[src/ffba_pkg.sv]
// Shared types and constants of the first-fit block heap allocator.
// Depends on nothing; the controller, datapath and top level import it.
package ffba_pkg;

	// Operation codes
	localparam logic [2:0] OP_ALLOC = 3'd0;
	localparam logic [2:0] OP_FREE  = 3'd1;
	localparam logic [2:0] OP_LIST  = 3'd2;
	localparam logic [2:0] OP_FILL  = 3'd3;
	localparam logic [2:0] OP_BYTE  = 3'd4;
	localparam logic [2:0] OP_HDR   = 3'd5;

	// Result status codes
	localparam logic [1:0] ST_OK       = 2'd0;
	localparam logic [1:0] ST_NOSPACE  = 2'd1;
	localparam logic [1:0] ST_NOTFOUND = 2'd2;
	localparam logic [1:0] ST_TOOBIG   = 2'd3;

	// Kind of result to build in the output register
	localparam logic [2:0] RES_OK       = 3'd0;
	localparam logic [2:0] RES_NOSPACE  = 3'd1;
	localparam logic [2:0] RES_NOTFOUND = 3'd2;
	localparam logic [2:0] RES_TOOBIG   = 3'd3;
	localparam logic [2:0] RES_ALLOC    = 3'd4;
	localparam logic [2:0] RES_LIST     = 3'd5;
	localparam logic [2:0] RES_BYTE     = 3'd6;
	localparam logic [2:0] RES_HDR      = 3'd7;

	// Second header byte of the initial free block at reset
	localparam logic [7:0] HDR_INIT  = 8'd254;
	localparam int         LIST_MAX  = 64;

	typedef struct packed {
		logic [2:0] opcode;
		logic [7:0] block_id;
		logic [7:0] amount;
		logic [7:0] fill_char;
		logic [7:0] byte_index;
	} req_t;

	typedef struct packed {
		logic [1:0] status;
		logic [7:0] new_block_id;
		logic [7:0] data_byte;
		logic [7:0] header_first;
		logic [7:0] header_second;
		logic [7:0] list_size;
		logic       list_allocated;
		logic [6:0] list_start;
		logic [7:0] list_end;
		logic       last;
	} rsp_t;

	// Commands from controller to datapath
	typedef struct packed {
		logic       load;
		logic       rd_blk;
		logic       step;
		logic       wr_id;
		logic       wr_hdr;
		logic       set_split;
		logic       set_rd;
		logic       set_fill;
		logic       reduce;
		logic       wr_split;
		logic       wr_fill;
		logic       rd_addr;
		logic       res_load;
		logic [2:0] res_kind;
	} cmd_t;

	// Status from datapath to controller
	typedef struct packed {
		logic [2:0] op;
		logic       walk_end;
		logic       match;
		logic       too_big;
		logic       do_split;
		logic       addr_hi;
		logic       fill_done;
		logic       list_last;
		logic       out_busy;
	} sts_t;

endpackage

[src/ffba_ram.sv]
// Generic RAM: one write port, two registered read ports.
// No dependencies.
module ffba_ram #(
	parameter int WIDTH = 8,
	parameter int DEPTH = 128
) (
	input  logic                     clk,
	input  logic                     we,
	input  logic [$clog2(DEPTH)-1:0] waddr,
	input  logic [WIDTH-1:0]         wdata,
	input  logic                     re,
	input  logic [$clog2(DEPTH)-1:0] raddr_a,
	input  logic [$clog2(DEPTH)-1:0] raddr_b,
	output logic [WIDTH-1:0]         rdata_a,
	output logic [WIDTH-1:0]         rdata_b
);
	logic [WIDTH-1:0] mem_q [DEPTH];

	// Write, then read with registered data held between reads
	always_ff @(posedge clk) begin
		if (we) begin
			mem_q[waddr] <= wdata;
		end
		if (re) begin
			rdata_a <= mem_q[raddr_a];
			rdata_b <= mem_q[raddr_b];
		end
	end
endmodule

[src/ffba_datapath.sv]
// Datapath of the allocator: heap RAM with valid bits, walk pointer, address
// unit, block counter and result register. Uses ffba_pkg and ffba_ram.
module ffba_datapath
	import ffba_pkg::*;
#(
	parameter int HEAP_SIZE = 128
) (
	input  logic clk,
	input  logic arst_n,
	input  req_t req,
	input  cmd_t cmd,
	output sts_t sts,
	input  logic rsp_stall,
	output logic rsp_valid,
	output rsp_t rsp
);
	localparam int AW  = $clog2(HEAP_SIZE);
	localparam int PW  = $clog2(HEAP_SIZE + 128);
	localparam int AQW = $clog2(HEAP_SIZE + 256);
	// Second header byte of the single free block that spans the heap
	localparam logic [7:0] HDR_RST = 8'((HEAP_SIZE - 1) * 2);

	logic [2:0]     op_q;
	logic [7:0]     id_q, amt_q, ch_q, idx_q;
	logic [PW-1:0]  p_q;
	logic [5:0]     k_q;
	logic [7:0]     cnt_q;
	logic [AQW-1:0] addr_q;
	logic [7:0]     fcnt_q;
	logic [HEAP_SIZE-1:0] vld_q;
	logic           rva_q, rvb_q, ra1_q, rb1_q;
	logic           out_valid_q;
	rsp_t           out_q, out_d;

	logic [AW-1:0]  pa, raddr_a, raddr_b, waddr;
	logic           we, re;
	logic [7:0]     wdata, ram_a, ram_b, b0, b1, sz;
	logic [8:0]     need;
	logic [7:0]     split_hdr, rem_hdr;
	logic [PW-1:0]  p_next;

	assign pa   = p_q[AW-1:0];
	assign need = {1'b0, amt_q} + 9'd2;
	assign sz   = {1'b0, b1[7:1]} + 8'd1;
	assign p_next = p_q + PW'(sz);
	assign split_hdr = {amt_q[6:0] + 7'd1, 1'b1};
	assign rem_hdr   = {8'(9'(sz) - need - 9'd1)} << 1;

	// Heap storage
	assign re      = cmd.rd_blk | cmd.rd_addr;
	assign raddr_a = cmd.rd_blk ? pa : addr_q[AW-1:0];
	assign raddr_b = pa + AW'(1);

	always_comb begin
		we    = 1'b1;
		waddr = pa;
		wdata = 8'(cnt_q + 8'd1);
		if (cmd.wr_hdr) begin
			waddr = pa + AW'(1);
			if (op_q == OP_ALLOC) begin
				wdata = sts.do_split ? split_hdr : (b1 | 8'd1);
			end else begin
				wdata = b1 & 8'hFE;
			end
		end else if (cmd.wr_split) begin
			waddr = addr_q[AW-1:0];
			wdata = rem_hdr;
		end else if (cmd.wr_fill) begin
			waddr = addr_q[AW-1:0];
			wdata = ch_q;
		end else if (!cmd.wr_id) begin
			we = 1'b0;
		end
	end

	ffba_ram #(.WIDTH(8), .DEPTH(HEAP_SIZE)) u_heap (
		.clk     (clk),
		.we      (we),
		.waddr   (waddr),
		.wdata   (wdata),
		.re      (re),
		.raddr_a (raddr_a),
		.raddr_b (raddr_b),
		.rdata_a (ram_a),
		.rdata_b (ram_b)
	);

	// Unwritten bytes read as their reset value
	assign b0 = rva_q ? ram_a : (ra1_q ? HDR_RST : 8'd0);
	assign b1 = rvb_q ? ram_b : (rb1_q ? HDR_RST : 8'd0);

	always_ff @(posedge clk or negedge arst_n) begin
		if (!arst_n) begin
			vld_q <= '0;
		end else if (we) begin
			vld_q[waddr] <= 1'b1;
		end
	end

	always_ff @(posedge clk) begin
		if (re) begin
			rva_q <= vld_q[raddr_a];
			rvb_q <= vld_q[raddr_b];
			ra1_q <= raddr_a == AW'(1);
			rb1_q <= raddr_b == AW'(1);
		end
	end

	// Latch request fields
	always_ff @(posedge clk) begin
		if (cmd.load) begin
			op_q  <= req.opcode;
			id_q  <= req.block_id;
			amt_q <= req.amount;
			ch_q  <= req.fill_char;
			idx_q <= req.byte_index;
		end
	end

	// Walk pointer, list count and block counter
	always_ff @(posedge clk or negedge arst_n) begin
		if (!arst_n) begin
			p_q   <= '0;
			k_q   <= '0;
			cnt_q <= '0;
		end else begin
			if (cmd.load) begin
				p_q <= '0;
				k_q <= '0;
			end else if (cmd.step) begin
				p_q <= p_next;
				k_q <= k_q + 6'd1;
			end
			if (cmd.wr_id) begin
				cnt_q <= cnt_q + 8'd1;
			end
		end
	end

	// Address unit: load, wrap by subtraction, advance for fill
	always_ff @(posedge clk) begin
		if (cmd.set_split) begin
			addr_q <= AQW'(p_q) + AQW'(need) + AQW'(1);
		end else if (cmd.set_rd) begin
			addr_q <= AQW'(p_q) + AQW'(idx_q) + AQW'(2);
		end else if (cmd.set_fill) begin
			addr_q <= AQW'(p_q) + AQW'(2);
		end else if (cmd.reduce) begin
			addr_q <= addr_q - AQW'(HEAP_SIZE);
		end else if (cmd.wr_fill) begin
			addr_q <= (addr_q == AQW'(HEAP_SIZE - 1)) ? '0 : addr_q + AQW'(1);
		end
		if (cmd.set_fill) begin
			fcnt_q <= amt_q;
		end else if (cmd.wr_fill) begin
			fcnt_q <= fcnt_q - 8'd1;
		end
	end

	// Status to controller
	always_comb begin
		sts.op        = op_q;
		sts.walk_end  = p_q >= PW'(HEAP_SIZE - 2);
		sts.match     = (op_q == OP_ALLOC) ? (!b1[0] && {1'b0, sz} >= need)
		                                   : (b0 == id_q);
		sts.too_big   = {1'b0, sz} < need;
		sts.do_split  = {1'b0, sz} >= need + 9'd3;
		sts.addr_hi   = addr_q >= AQW'(HEAP_SIZE);
		sts.fill_done = fcnt_q == 8'd0;
		sts.list_last = (k_q == 6'(LIST_MAX - 1)) || (p_next >= PW'(HEAP_SIZE - 2));
		sts.out_busy  = out_valid_q;
	end

	// Build the result beat
	always_comb begin
		out_d      = '0;
		out_d.last = 1'b1;
		case (cmd.res_kind)
			RES_NOSPACE:  out_d.status = ST_NOSPACE;
			RES_NOTFOUND: out_d.status = ST_NOTFOUND;
			RES_TOOBIG:   out_d.status = ST_TOOBIG;
			RES_ALLOC:    out_d.new_block_id = cnt_q;
			RES_BYTE:     out_d.data_byte = b0;
			RES_HDR: begin
				out_d.header_first  = b0;
				out_d.header_second = b1;
			end
			RES_LIST: begin
				out_d.list_size      = sz;
				out_d.list_allocated = b1[0];
				out_d.list_start     = 7'(p_q);
				out_d.list_end       = 8'(p_q + PW'(sz) - PW'(1));
				out_d.last           = sts.list_last;
			end
			default: out_d.status = ST_OK;
		endcase
	end

	// Output register
	always_ff @(posedge clk or negedge arst_n) begin
		if (!arst_n) begin
			out_valid_q <= 1'b0;
		end else if (cmd.res_load) begin
			out_valid_q <= 1'b1;
		end else if (!rsp_stall) begin
			out_valid_q <= 1'b0;
		end
	end

	always_ff @(posedge clk) begin
		if (cmd.res_load) begin
			out_q <= out_d;
		end
	end

	assign rsp_valid = out_valid_q;
	assign rsp       = out_q;

	// Checks
	a_blk_in_heap: assert property (@(posedge clk) disable iff (!arst_n)
		cmd.rd_blk |-> p_q < PW'(HEAP_SIZE - 2))
		else $error("block read outside heap");
	a_addr_wrapped: assert property (@(posedge clk) disable iff (!arst_n)
		(cmd.wr_split || cmd.wr_fill || cmd.rd_addr) |-> addr_q < AQW'(HEAP_SIZE))
		else $error("heap address not wrapped");
	a_no_overwrite: assert property (@(posedge clk) disable iff (!arst_n)
		cmd.res_load |-> !out_valid_q)
		else $error("result overwritten before taken");
	a_fill_count: assert property (@(posedge clk) disable iff (!arst_n)
		cmd.wr_fill |-> fcnt_q != 8'd0)
		else $error("fill past requested count");
endmodule

[src/ffba_ctrl.sv]
// Controller of the allocator: sequences walk, writes and results.
// Uses ffba_pkg; drives the datapath through cmd_t and reads sts_t.
module ffba_ctrl
	import ffba_pkg::*;
(
	input  logic clk,
	input  logic arst_n,
	input  logic req_valid,
	output logic req_stall,
	input  sts_t sts,
	output cmd_t cmd
);
	localparam logic [3:0] S_IDLE  = 4'd0;
	localparam logic [3:0] S_RD    = 4'd1;
	localparam logic [3:0] S_EV    = 4'd2;
	localparam logic [3:0] S_WHDR  = 4'd3;
	localparam logic [3:0] S_SRED  = 4'd4;
	localparam logic [3:0] S_FILL  = 4'd5;
	localparam logic [3:0] S_RRED  = 4'd6;
	localparam logic [3:0] S_RWAIT = 4'd7;
	localparam logic [3:0] S_WAIT  = 4'd8;
	localparam logic [3:0] S_LWAIT = 4'd9;

	logic [3:0] state_q, state_d;

	assign req_stall = state_q != S_IDLE;

	// Next state and commands
	always_comb begin
		cmd     = '0;
		state_d = state_q;
		case (state_q)
			S_IDLE: begin
				if (req_valid) begin
					cmd.load = 1'b1;
					state_d  = S_RD;
				end
			end
			S_RD: begin
				if (!(sts.op inside {[OP_ALLOC:OP_HDR]})) begin
					cmd.res_load = 1'b1;
					cmd.res_kind = RES_OK;
					state_d      = S_WAIT;
				end else if (sts.walk_end) begin
					cmd.res_load = 1'b1;
					cmd.res_kind = (sts.op == OP_ALLOC) ? RES_NOSPACE : RES_NOTFOUND;
					state_d      = S_WAIT;
				end else begin
					cmd.rd_blk = 1'b1;
					state_d    = S_EV;
				end
			end
			S_EV: begin
				if (sts.op == OP_LIST) begin
					cmd.res_load = 1'b1;
					cmd.res_kind = RES_LIST;
					state_d      = S_LWAIT;
				end else if (!sts.match) begin
					cmd.step = 1'b1;
					state_d  = S_RD;
				end else begin
					case (sts.op)
						OP_ALLOC: begin
							cmd.wr_id = 1'b1;
							state_d   = S_WHDR;
						end
						OP_FREE: begin
							cmd.wr_hdr   = 1'b1;
							cmd.res_load = 1'b1;
							cmd.res_kind = RES_OK;
							state_d      = S_WAIT;
						end
						OP_FILL: begin
							if (sts.too_big) begin
								cmd.res_load = 1'b1;
								cmd.res_kind = RES_TOOBIG;
								state_d      = S_WAIT;
							end else begin
								cmd.set_fill = 1'b1;
								state_d      = S_FILL;
							end
						end
						OP_BYTE: begin
							cmd.set_rd = 1'b1;
							state_d    = S_RRED;
						end
						default: begin
							cmd.res_load = 1'b1;
							cmd.res_kind = RES_HDR;
							state_d      = S_WAIT;
						end
					endcase
				end
			end
			S_WHDR: begin
				cmd.wr_hdr = 1'b1;
				if (sts.do_split) begin
					cmd.set_split = 1'b1;
					state_d       = S_SRED;
				end else begin
					cmd.res_load = 1'b1;
					cmd.res_kind = RES_ALLOC;
					state_d      = S_WAIT;
				end
			end
			S_SRED: begin
				if (sts.addr_hi) begin
					cmd.reduce = 1'b1;
				end else begin
					cmd.wr_split = 1'b1;
					cmd.res_load = 1'b1;
					cmd.res_kind = RES_ALLOC;
					state_d      = S_WAIT;
				end
			end
			S_FILL: begin
				if (sts.fill_done) begin
					cmd.res_load = 1'b1;
					cmd.res_kind = RES_OK;
					state_d      = S_WAIT;
				end else begin
					cmd.wr_fill = 1'b1;
				end
			end
			S_RRED: begin
				if (sts.addr_hi) begin
					cmd.reduce = 1'b1;
				end else begin
					cmd.rd_addr = 1'b1;
					state_d     = S_RWAIT;
				end
			end
			S_RWAIT: begin
				cmd.res_load = 1'b1;
				cmd.res_kind = RES_BYTE;
				state_d      = S_WAIT;
			end
			S_WAIT: begin
				if (!sts.out_busy) begin
					state_d = S_IDLE;
				end
			end
			S_LWAIT: begin
				if (!sts.out_busy) begin
					if (sts.list_last) begin
						state_d = S_IDLE;
					end else begin
						cmd.step = 1'b1;
						state_d  = S_RD;
					end
				end
			end
			default: state_d = S_IDLE;
		endcase
	end

	always_ff @(posedge clk or negedge arst_n) begin
		if (!arst_n) begin
			state_q <= S_IDLE;
		end else begin
			state_q <= state_d;
		end
	end

	// Checks
	a_accept_idle: assert property (@(posedge clk) disable iff (!arst_n)
		cmd.load |-> state_q == S_IDLE)
		else $error("request taken while busy");
	a_single_cmd: assert property (@(posedge clk) disable iff (!arst_n)
		$countones({cmd.wr_id, cmd.wr_split, cmd.wr_fill, cmd.wr_hdr}) <= 1)
		else $error("two heap writes at once");
	a_load_then_walk: assert property (@(posedge clk) disable iff (!arst_n)
		cmd.load |=> state_q == S_RD)
		else $error("load did not start a walk");
endmodule

[src/first_fit_block_heap_allocator_core.sv]
// Top level of the first-fit block heap allocator: controller plus datapath.
// Uses ffba_pkg, ffba_ctrl, ffba_datapath.
//
// Manages a HEAP_SIZE-byte heap as an implicit list of blocks with two-byte
// headers. One request is handled at a time; req_stall is high from the cycle
// after acceptance until the cycle after the last result beat has been taken.
// A request with a defined opcode walks the block list from address zero,
// a registered RAM read and then an evaluate step per block, until a match
// or the end-of-heap check. On a match, allocate writes the block id and
// header, and the split header if the block splits (reducing a wrapped split
// address first); fill writes the requested bytes; read byte reduces the
// offset address once per heap-size wrap, then reads the byte. Each result
// beat waits out downstream stall, then the controller goes idle for the next
// request. A list returns one beat per block, at most 64. No clearing pass is
// needed after reset: per-byte valid bits make unwritten bytes read as reset.
module first_fit_block_heap_allocator_core
	import ffba_pkg::*;
#(
	parameter int HEAP_SIZE = 128
) (
	input  logic clk,
	input  logic arst_n,
	input  logic req_valid,
	output logic req_stall,
	input  req_t req,
	output logic rsp_valid,
	input  logic rsp_stall,
	output rsp_t rsp
);
	cmd_t cmd;
	sts_t sts;

	ffba_ctrl u_ctrl (
		.clk       (clk),
		.arst_n    (arst_n),
		.req_valid (req_valid),
		.req_stall (req_stall),
		.sts       (sts),
		.cmd       (cmd)
	);

	ffba_datapath #(.HEAP_SIZE(HEAP_SIZE)) u_dp (
		.clk       (clk),
		.arst_n    (arst_n),
		.req       (req),
		.cmd       (cmd),
		.sts       (sts),
		.rsp_stall (rsp_stall),
		.rsp_valid (rsp_valid),
		.rsp       (rsp)
	);
endmodule
[config.mk]
export PLATFORM = sky130hd
export DESIGN_NAME = first_fit_block_heap_allocator_core
export DESIGN_NICKNAME = d
export VERILOG_FILES = /design/src/ffba_pkg.sv /design/src/ffba_ram.sv /design/src/ffba_datapath.sv /design/src/ffba_ctrl.sv /design/src/first_fit_block_heap_allocator_core.sv
export SDC_FILE = /design/constraint.sdc
export NUM_CORES = 2
export LEC_CHECK = 0
export ABC_AREA = 1
export CORE_MARGIN = 5
export CORE_UTILIZATION = 30
export DETAILED_ROUTE_END_ITERATION = 7
export DONT_BUFFER_PORTS = 1
export PLACE_DENSITY = 0.45
export SLEW_MARGIN = 5
export SYNTH_ARGS = -nofsm -noshare
export SYNTH_HDL_FRONTEND = slang
export SYNTH_SLANG_ARGS = --single-unit
[constraint.sdc]
create_clock -name clk -period 19.3 [get_ports clk]
set_input_delay 3.86 -clock clk [delete_from_list [all_inputs] [get_ports clk]]
set_output_delay 3.86 -clock clk [all_outputs]
set_load 0.1 [all_outputs]
==> After elaboration in Yosys (flattened, before gate mapping) <==
Memories as Yosys holds them, arrays and structs flattened. A register that Yosys moved wholly into a read port is not among the register bits.
Cells that the tools add are included.
{ "classes": {"n_addsub": 19, "magnitude_cmp": 12, "n_eq_ne": 32, "mux": 97, "bitwise_logic": 2, "n_reduce_logical": 15} }
{ "ops": {"columns": ["op", "n"], "rows": [
  ["$or 128x128->128", 1],
  ["$mux 8", 13],
  ["$mux 4", 20],
  ["$mux 9", 6],
  ["$pmux 4 s10", 1],
  ["$mux 1", 36],
  ["$mux 7", 4],
  ["$lt 7x8->1 const B", 3],
  ["$pmux 4 s3", 2],
  ["$pmux 4 s6", 1],
  ["$add 8x2->9 const B", 2],
  ["$add 9x1->9 const B", 2],
  ["$add 9x2->9 const B", 2],
  ["$ge 8x9->1", 2],
  ["$eq 4x3->1 const B", 4],
  ["$ge 8x7->1 const B", 2],
  ["$sub 8x1->8 const B", 2],
  ["$eq 3x3->1 const B", 5],
  ["$add 7x1->7 const B", 2],
  ["$bmux 1 s7", 2],
  ["$eq 7x1->1 const B", 2],
  ["$eq 3x2->1 const B", 4],
  ["$mux 6", 2],
  ["$ne 2x2->1 const B", 6],
  ["39 further kinds", 51]
]} }
{ "word_totals": {"regBits": 270, "ram_bits": 1024, "in_bits": 39, "output_inout_bits": 61, "word_cells": 205, "n_memories": 1} }
{ "memory_table": {"columns": ["memory", "words", "width", "read_ports", "rd_ports_with_merged_regs", "write_ports", "line_no", "text"], "rows": [
  ["u_dp.u_heap.mem_q", 128, 8, 2, 2, 1, "ffba_ram.sv:17", "logic [WIDTH-1:0] mem_q [DEPTH];"]
]} }

==> Depth between registers and ports, before layout <==
{ "depth": {"word_depth": 15, "mapped_depth": 29, "ltp_nobuf": 28} }

==> By module <==
Synthesis repeated with hierarchy kept, for this count alone.
{ "unflattened": {"cells_unflattened": 8036, "area_unflattened_um2": 69719.4} }
{ "by_module_without_submodules": {"columns": ["mod", "n_inst", "cells_each", "area_each_um2", "seq_area_each_um2"], "rows": [
  ["ffba_ram", 1, 5932, 53154.7, 31230.0],
  ["ffba_datapath", 1, 1992, 15979.1, 7231.9],
  ["ffba_ctrl", 1, 112, 585.6, 100.1]
]} }

==> Worst setup path after synthesis <==
No wires, ideal clock.
{ "synth_path": {"path_type": "register to register", "start": "reg u_dp.rvb_q", "end": "mem u_dp.u_heap.mem_q[0][5] (data pin)", "setup_time_ps": 1197, "arrival_ps": 8142, "required_time_ps": 18103, "slack_ps": 9961, "stages_incl_launch_ff": 27, "path_buffers": 2, "period_less_slack_ps": 9339, "cell_sequence": "edfxtp_1 > buf_2 > inv_1 > nand2_1 > inv_2 > a21oi_1 > inv_1 > ha_1 > inv_1 > nor2_1 > nand2_1 > xor2_1 > inv_1 > ha_1 > nand2_1 > inv_1 > nand3_1 > nor2_1 > o21bai_1 > nand2_1 > nand2_1 > nand3b_1 > nand2_1 > nor2_1 > clkbuf_1 > o21ai_0 > o21ai_0"} }
{ "synth_between": {"elab_chain_len": 9, "elab_cells_between_ends": 16, "classes_between": "add/sub (3); order compare (2); mux (9); reduce/logical (2)"} }
{ "synth_lines": {"columns": ["item", "line_no", "text"], "rows": [
  ["start: declaration", "ffba_datapath.sv:31", "logic rva_q, rvb_q, ra1_q, rb1_q;"],
  ["start signal: assignment", "ffba_datapath.sv:103", "rvb_q <= vld_q[raddr_b];"],
  ["$mux 8 *", "ffba_datapath.sv:90", "assign b1 = rvb_q ? ram_b : (rb1_q ? HDR_RST : 8'd0);"],
  ["$add 7x1->8 *", "ffba_datapath.sv:44", "assign sz = {1'b0, b1[7:1]} + 8'd1;"],
  ["via u_dp.sz[0]", "ffba_datapath.sv:37", "logic [7:0] wdata, ram_a, ram_b, b0, b1, sz;"],
  ["branches (longest 6 deep; another with $sub 7x7->7)", null, null],
  ["$mux 8 *", "ffba_datapath.sv:58", "if (cmd.wr_hdr) begin"],
  ["via u_dp.u_heap.wdata[5]", "ffba_ram.sv:10", "input logic [WIDTH-1:0] wdata,"],
  ["end: declaration", "ffba_ram.sv:17", null]
]} }
Mark *: on every way through the listed nets, which the timed path passes.

==> Worst setup path in the final report <==
{ "layout_path": {"start": "reg u_dp.p_q[0]", "end": "reg u_dp.u_heap.rdata_a[3], read port of u_dp.u_heap.mem_q (data pin)"} }
{ "layout_between": {"elab_chain_len": 5, "elab_cells_between_ends": 6, "classes_between": "order compare (1); mux (4); bitwise (1)"} }
{ "layout_lines": {"columns": ["item", "line_no", "text"], "rows": [
  ["start: declaration", "ffba_datapath.sv:25", "logic [PW-1:0] p_q;"],
  ["start signal: assignment", "ffba_datapath.sv:131", "p_q <= p_next;"],
  ["$ge 8x7->1", "ffba_datapath.sv:163", "sts.walk_end = p_q >= PW'(HEAP_SIZE - 2);"],
  ["$mux 1", "ffba_ctrl.sv:44", "end else if (sts.walk_end) begin"],
  ["$mux 1", "ffba_ctrl.sv:40", "if (!(sts.op inside {[OP_ALLOC:OP_HDR]})) begin"],
  ["$mux 1", "ffba_ctrl.sv:32", "case (state_q)"],
  ["$mux 7 / $or 1x1->1 (equally long branches)", "ffba_datapath.sv:51, ffba_datapath.sv:50", null],
  ["end: declaration", "ffba_ram.sv:14", "output logic [WIDTH-1:0] rdata_a,"]
]} }
Several ways; a longest one is shown, not always the timed one.
A chain may end at the register's enable or synchronous reset.

==> impl_metrics.ini <==
[clock_network]
clock_path_buffers = 3
ctsResizeCount = 0
cts_tree = done
cts_hold_buffers = 0
postCtsSetupBuffers = 0
h-tree-depth = 4
clock-sinks = 1310
worstSkewPairLatency_ns = 0.83
cts-buffers-inserted = 155
clkTransAtPathRegs_ns = 0.06
cts_root_buffer = clkbuf_16

[floorplan]
dieArea_um2 = 245400
design.core.area_um2 = 235000
ios = 100
initial_utilization_pct = 30.08
die_h_um = 495.4
rows = 178
die_w_um = 495.4

[yosys]
synth_cell_types = 59
yosysSeqAreaShare_pct = 54.56
synth_top_area_share_pct = 49.07
synth_area_leaders = edfxtp_1 49%, nand2_1 11%, nand3_1 6.9%, inv_1 6.7%, o21ai_0 6.2%
postSynthAreaPerCell_um2 = 8.430
ys_ff_latch = 1310
yosys.area.top_type = edfxtp_1
synth_ff_type = edfxtp_1
async_flop_share_pct = 11.83
syn_nets = 8494
ys.warnings.count = 0
synth_area_um2 = 70680
synth-edff-count = 1155
netlist_instances = 8384

[detailed_routing]
wire_per_inst_um = 24.45
vias = 59650
ant_nets = 0
drcViolationCount = 0
wirelength_um = 279300
viasPerCell = 5.223
initialDrtViolationCount = 7205
dr.pass1.iters = 7

[layout]
multiInputGateArea_um2 = 25390
final_layout_size_suffix_gt1_share_pct = 5.490
register_area_um2 = 38570
layout.nets = 8253
post-route-util_pct = 33.52
area_growth_pct = 11.45
fill_cells = 24270

[critical_path]
startpoint_type = flop
arrival_ns = 7.41
cp_cell_sequence = inv_8 > ha_1 > nor2_1 > nor2_1 > a21oi_2 > nand4_2 > nand2_8 > buf_12 > buf_4 > nand2_1 > nand3_1 > o21ai_0 > nand2_1 > nand3_1 > nor2_1 > nor2_1 > nor2_1 > nor2_1
crit_path_max_incr_delay_ns = 0.97
cp_slowest_cell = buf_4
crit_type = flop to flop
crit_fanout = 141
cp_num_buf_inv = 3
path_delay_family = simple AND/OR/NAND/NOR gates
critPathCaptureType = flop
crit_top_cell = nor2_1
required_ns = 19.87

[placed_design]
dp_hpwl_um = 168400
port_buffers = 0
gp_congestion = 0.8660

[pwr]
p_leak_uw = 0.03366
power_density_nw_per_um2 = 162.5
ir_worst_vdd_uv = 112.9
fin_total_pwr_uw = 12800

[sta]
worstMarginPinSlew_ns = 1.332
min_period_ns = 6.838
setup_viol_count_final = 0
grt_setup_unrepaired = false
fin_skew_ns = 0.04798
fmax_ghz = 0.1462
drv_slew = 0
final-hold-violation-count = 0
setup_tns_ns = 0
relSlewSlack_pct = 10.85
min_period_over_period_pct = 35.43

[hold_path]
hold_class = flop to flop

[global_route]
track_usage_pct = 22.12
grt_pass1_wl_um = 402900
antenna_found_initial = 7
grt_max_degree = 156
overflow = 0
grt_pass1_vias = 56310

[flow_run]
drv_cap = 0

[outcome]
outcome = finished, final reports clean
[kinds of logic after synthesis]
family | after synthesis | share of synthesized area (%)
adders and majority gates | 71 | 1.299
DFF | 1310 | 54.56
AOI/OAI and AO/OA | 1700 | 12.66
xor gates and xnor gates | 73 | 0.9046
and+or+nand+nor | 3431 | 20.60
muxes | 4 | 0.06019
buffers and inverters | 1795 | 9.914
[placed cells by master (no fill, tap or decap), types with 49 or more instances in the layout]
cell          n
dfrtp_1     154
o21ai_0     867
a21oi_1     645
buf_4       106
o211ai_1     92
nor2_1      339
ha_1         66
xor2_1       49
nand3_1     980
inv_1      1257
nand2_1    1981
clkbuf_16   157
edfxtp_1   1155
[Yosys cell counts (8+ instances only)]
| cell | instances |
|---|---|
| nand2_1 | 1983 |
| inv_1 | 1261 |
| edfxtp_1 | 1155 |
| nand3_1 | 981 |
| o21ai_0 | 873 |
| a21oi_1 | 646 |
| nor2_1 | 340 |
| clkbuf_1 | 298 |
| dfrtp_1 | 155 |
| buf_2 | 149 |
| o211ai_1 | 92 |
| ha_1 | 67 |
| xor2_1 | 51 |
| buf_1 | 47 |
| nand2_2 | 29 |
| nand4_1 | 25 |
| o22ai_1 | 25 |
| xnor2_1 | 22 |
| buf_4 | 20 |
| nor3_1 | 20 |
| nor2_4 | 17 |
| inv_2 | 13 |
| a31oi_1 | 11 |
| nor2_2 | 10 |
| o2111ai_1 | 8 |
[area by class of cell]
cell class                      instances  share of cell area [%]
Sequential cell                      1310                   48.96
Tap cell                             3150                   5.004
Inverter                             1280                   6.136
Clock buffer                          188                   5.199
Multi-Input combinational cell       5279                   32.23
Clock inverter                         95                   1.172
Antenna cell                            3                0.009531
Timing Repair Buffer                  117                   1.290
[tightest hold or removal path, stage by stage (launching register included)]
cell and delay (ns):
dfrtp_1 0.32, inv_1 0.05, nand2_1 0.06
[stage by stage]
stage / cell area [µm²] / worst slack [ns] / hold slack [ns] / cells
2_1_floorplan: 70680 / 9.961 / 0.4330 / 8384
3_3_place_gp: 73740 / 12.55 / 0.4470 / 11140
3_5_place_dp: 73740 / 12.45 / 0.4517 / 11140
4_1_cts: 78760 / 12.43 / 0.4664 / 11420
5_1_grt: 78760 / 12.13 / 0.4796 / 11420
6_report: 78770 / 12.46 / 0.4653 / 11420
[flip-flops by register name, indices dropped and copies added (netlist names), 3 cells and up]
| name | cells |
|---|---|
| u_dp.rsp | 59 |
| u_dp.u_heap.rdata_b | 8 |
| u_dp.cnt_q | 8 |
| u_dp.addr_q | 9 |
| u_dp.ch_q | 8 |
| u_dp.amt_q | 8 |
| u_dp.k_q | 6 |
| u_dp.id_q | 8 |
| u_dp.vld_q | 128 |
| u_dp.u_heap.mem_q | 1024 |
| u_dp.idx_q | 8 |
| u_dp.fcnt_q | 8 |
| u_ctrl.state_q | 4 |
| u_dp.op_q | 3 |
| u_dp.p_q | 8 |
| u_dp.u_heap.rdata_a | 8 |
[report_power, final]
part,internal (µW),switching [µW]
Sequential,3440,409
Clock,1700,1270
Combinational,1450,4530
[final timing paths]
path / start / endpoint / slack [ns] / depth (start not counted)
worst max register to register: u_dp.p_q[0] / u_dp.u_heap.rdata_a[3] / 12.46 / 18
worst min-delay path: u_dp.vld_q[40] / u_dp.vld_q[40] / 0.47 / 2
worst max-delay path: u_dp.p_q[0] / u_dp.u_heap.rdata_a[3] / 12.46 / 18
min in group asynchronous: arst_n / u_dp.vld_q[94] / 2.73 / 0
max in group asynchronous: arst_n / u_dp.cnt_q[6] / 16.25 / 0
worst min register to register: u_dp.vld_q[40] / u_dp.vld_q[40] / 0.47 / 2
[metal layers]
layer  track usage [%]  vias to the layer above  part of all wire [%]
met5                 0                        -                0.0047
met4             8.029                        2                   3.8
met3             3.526                      485                   8.1
met2             34.85                     2745                    45
met1             30.78                    29050                    43
li1                  -                    27370                     -
No activity file was read; power rests on OpenSTA's default activity.
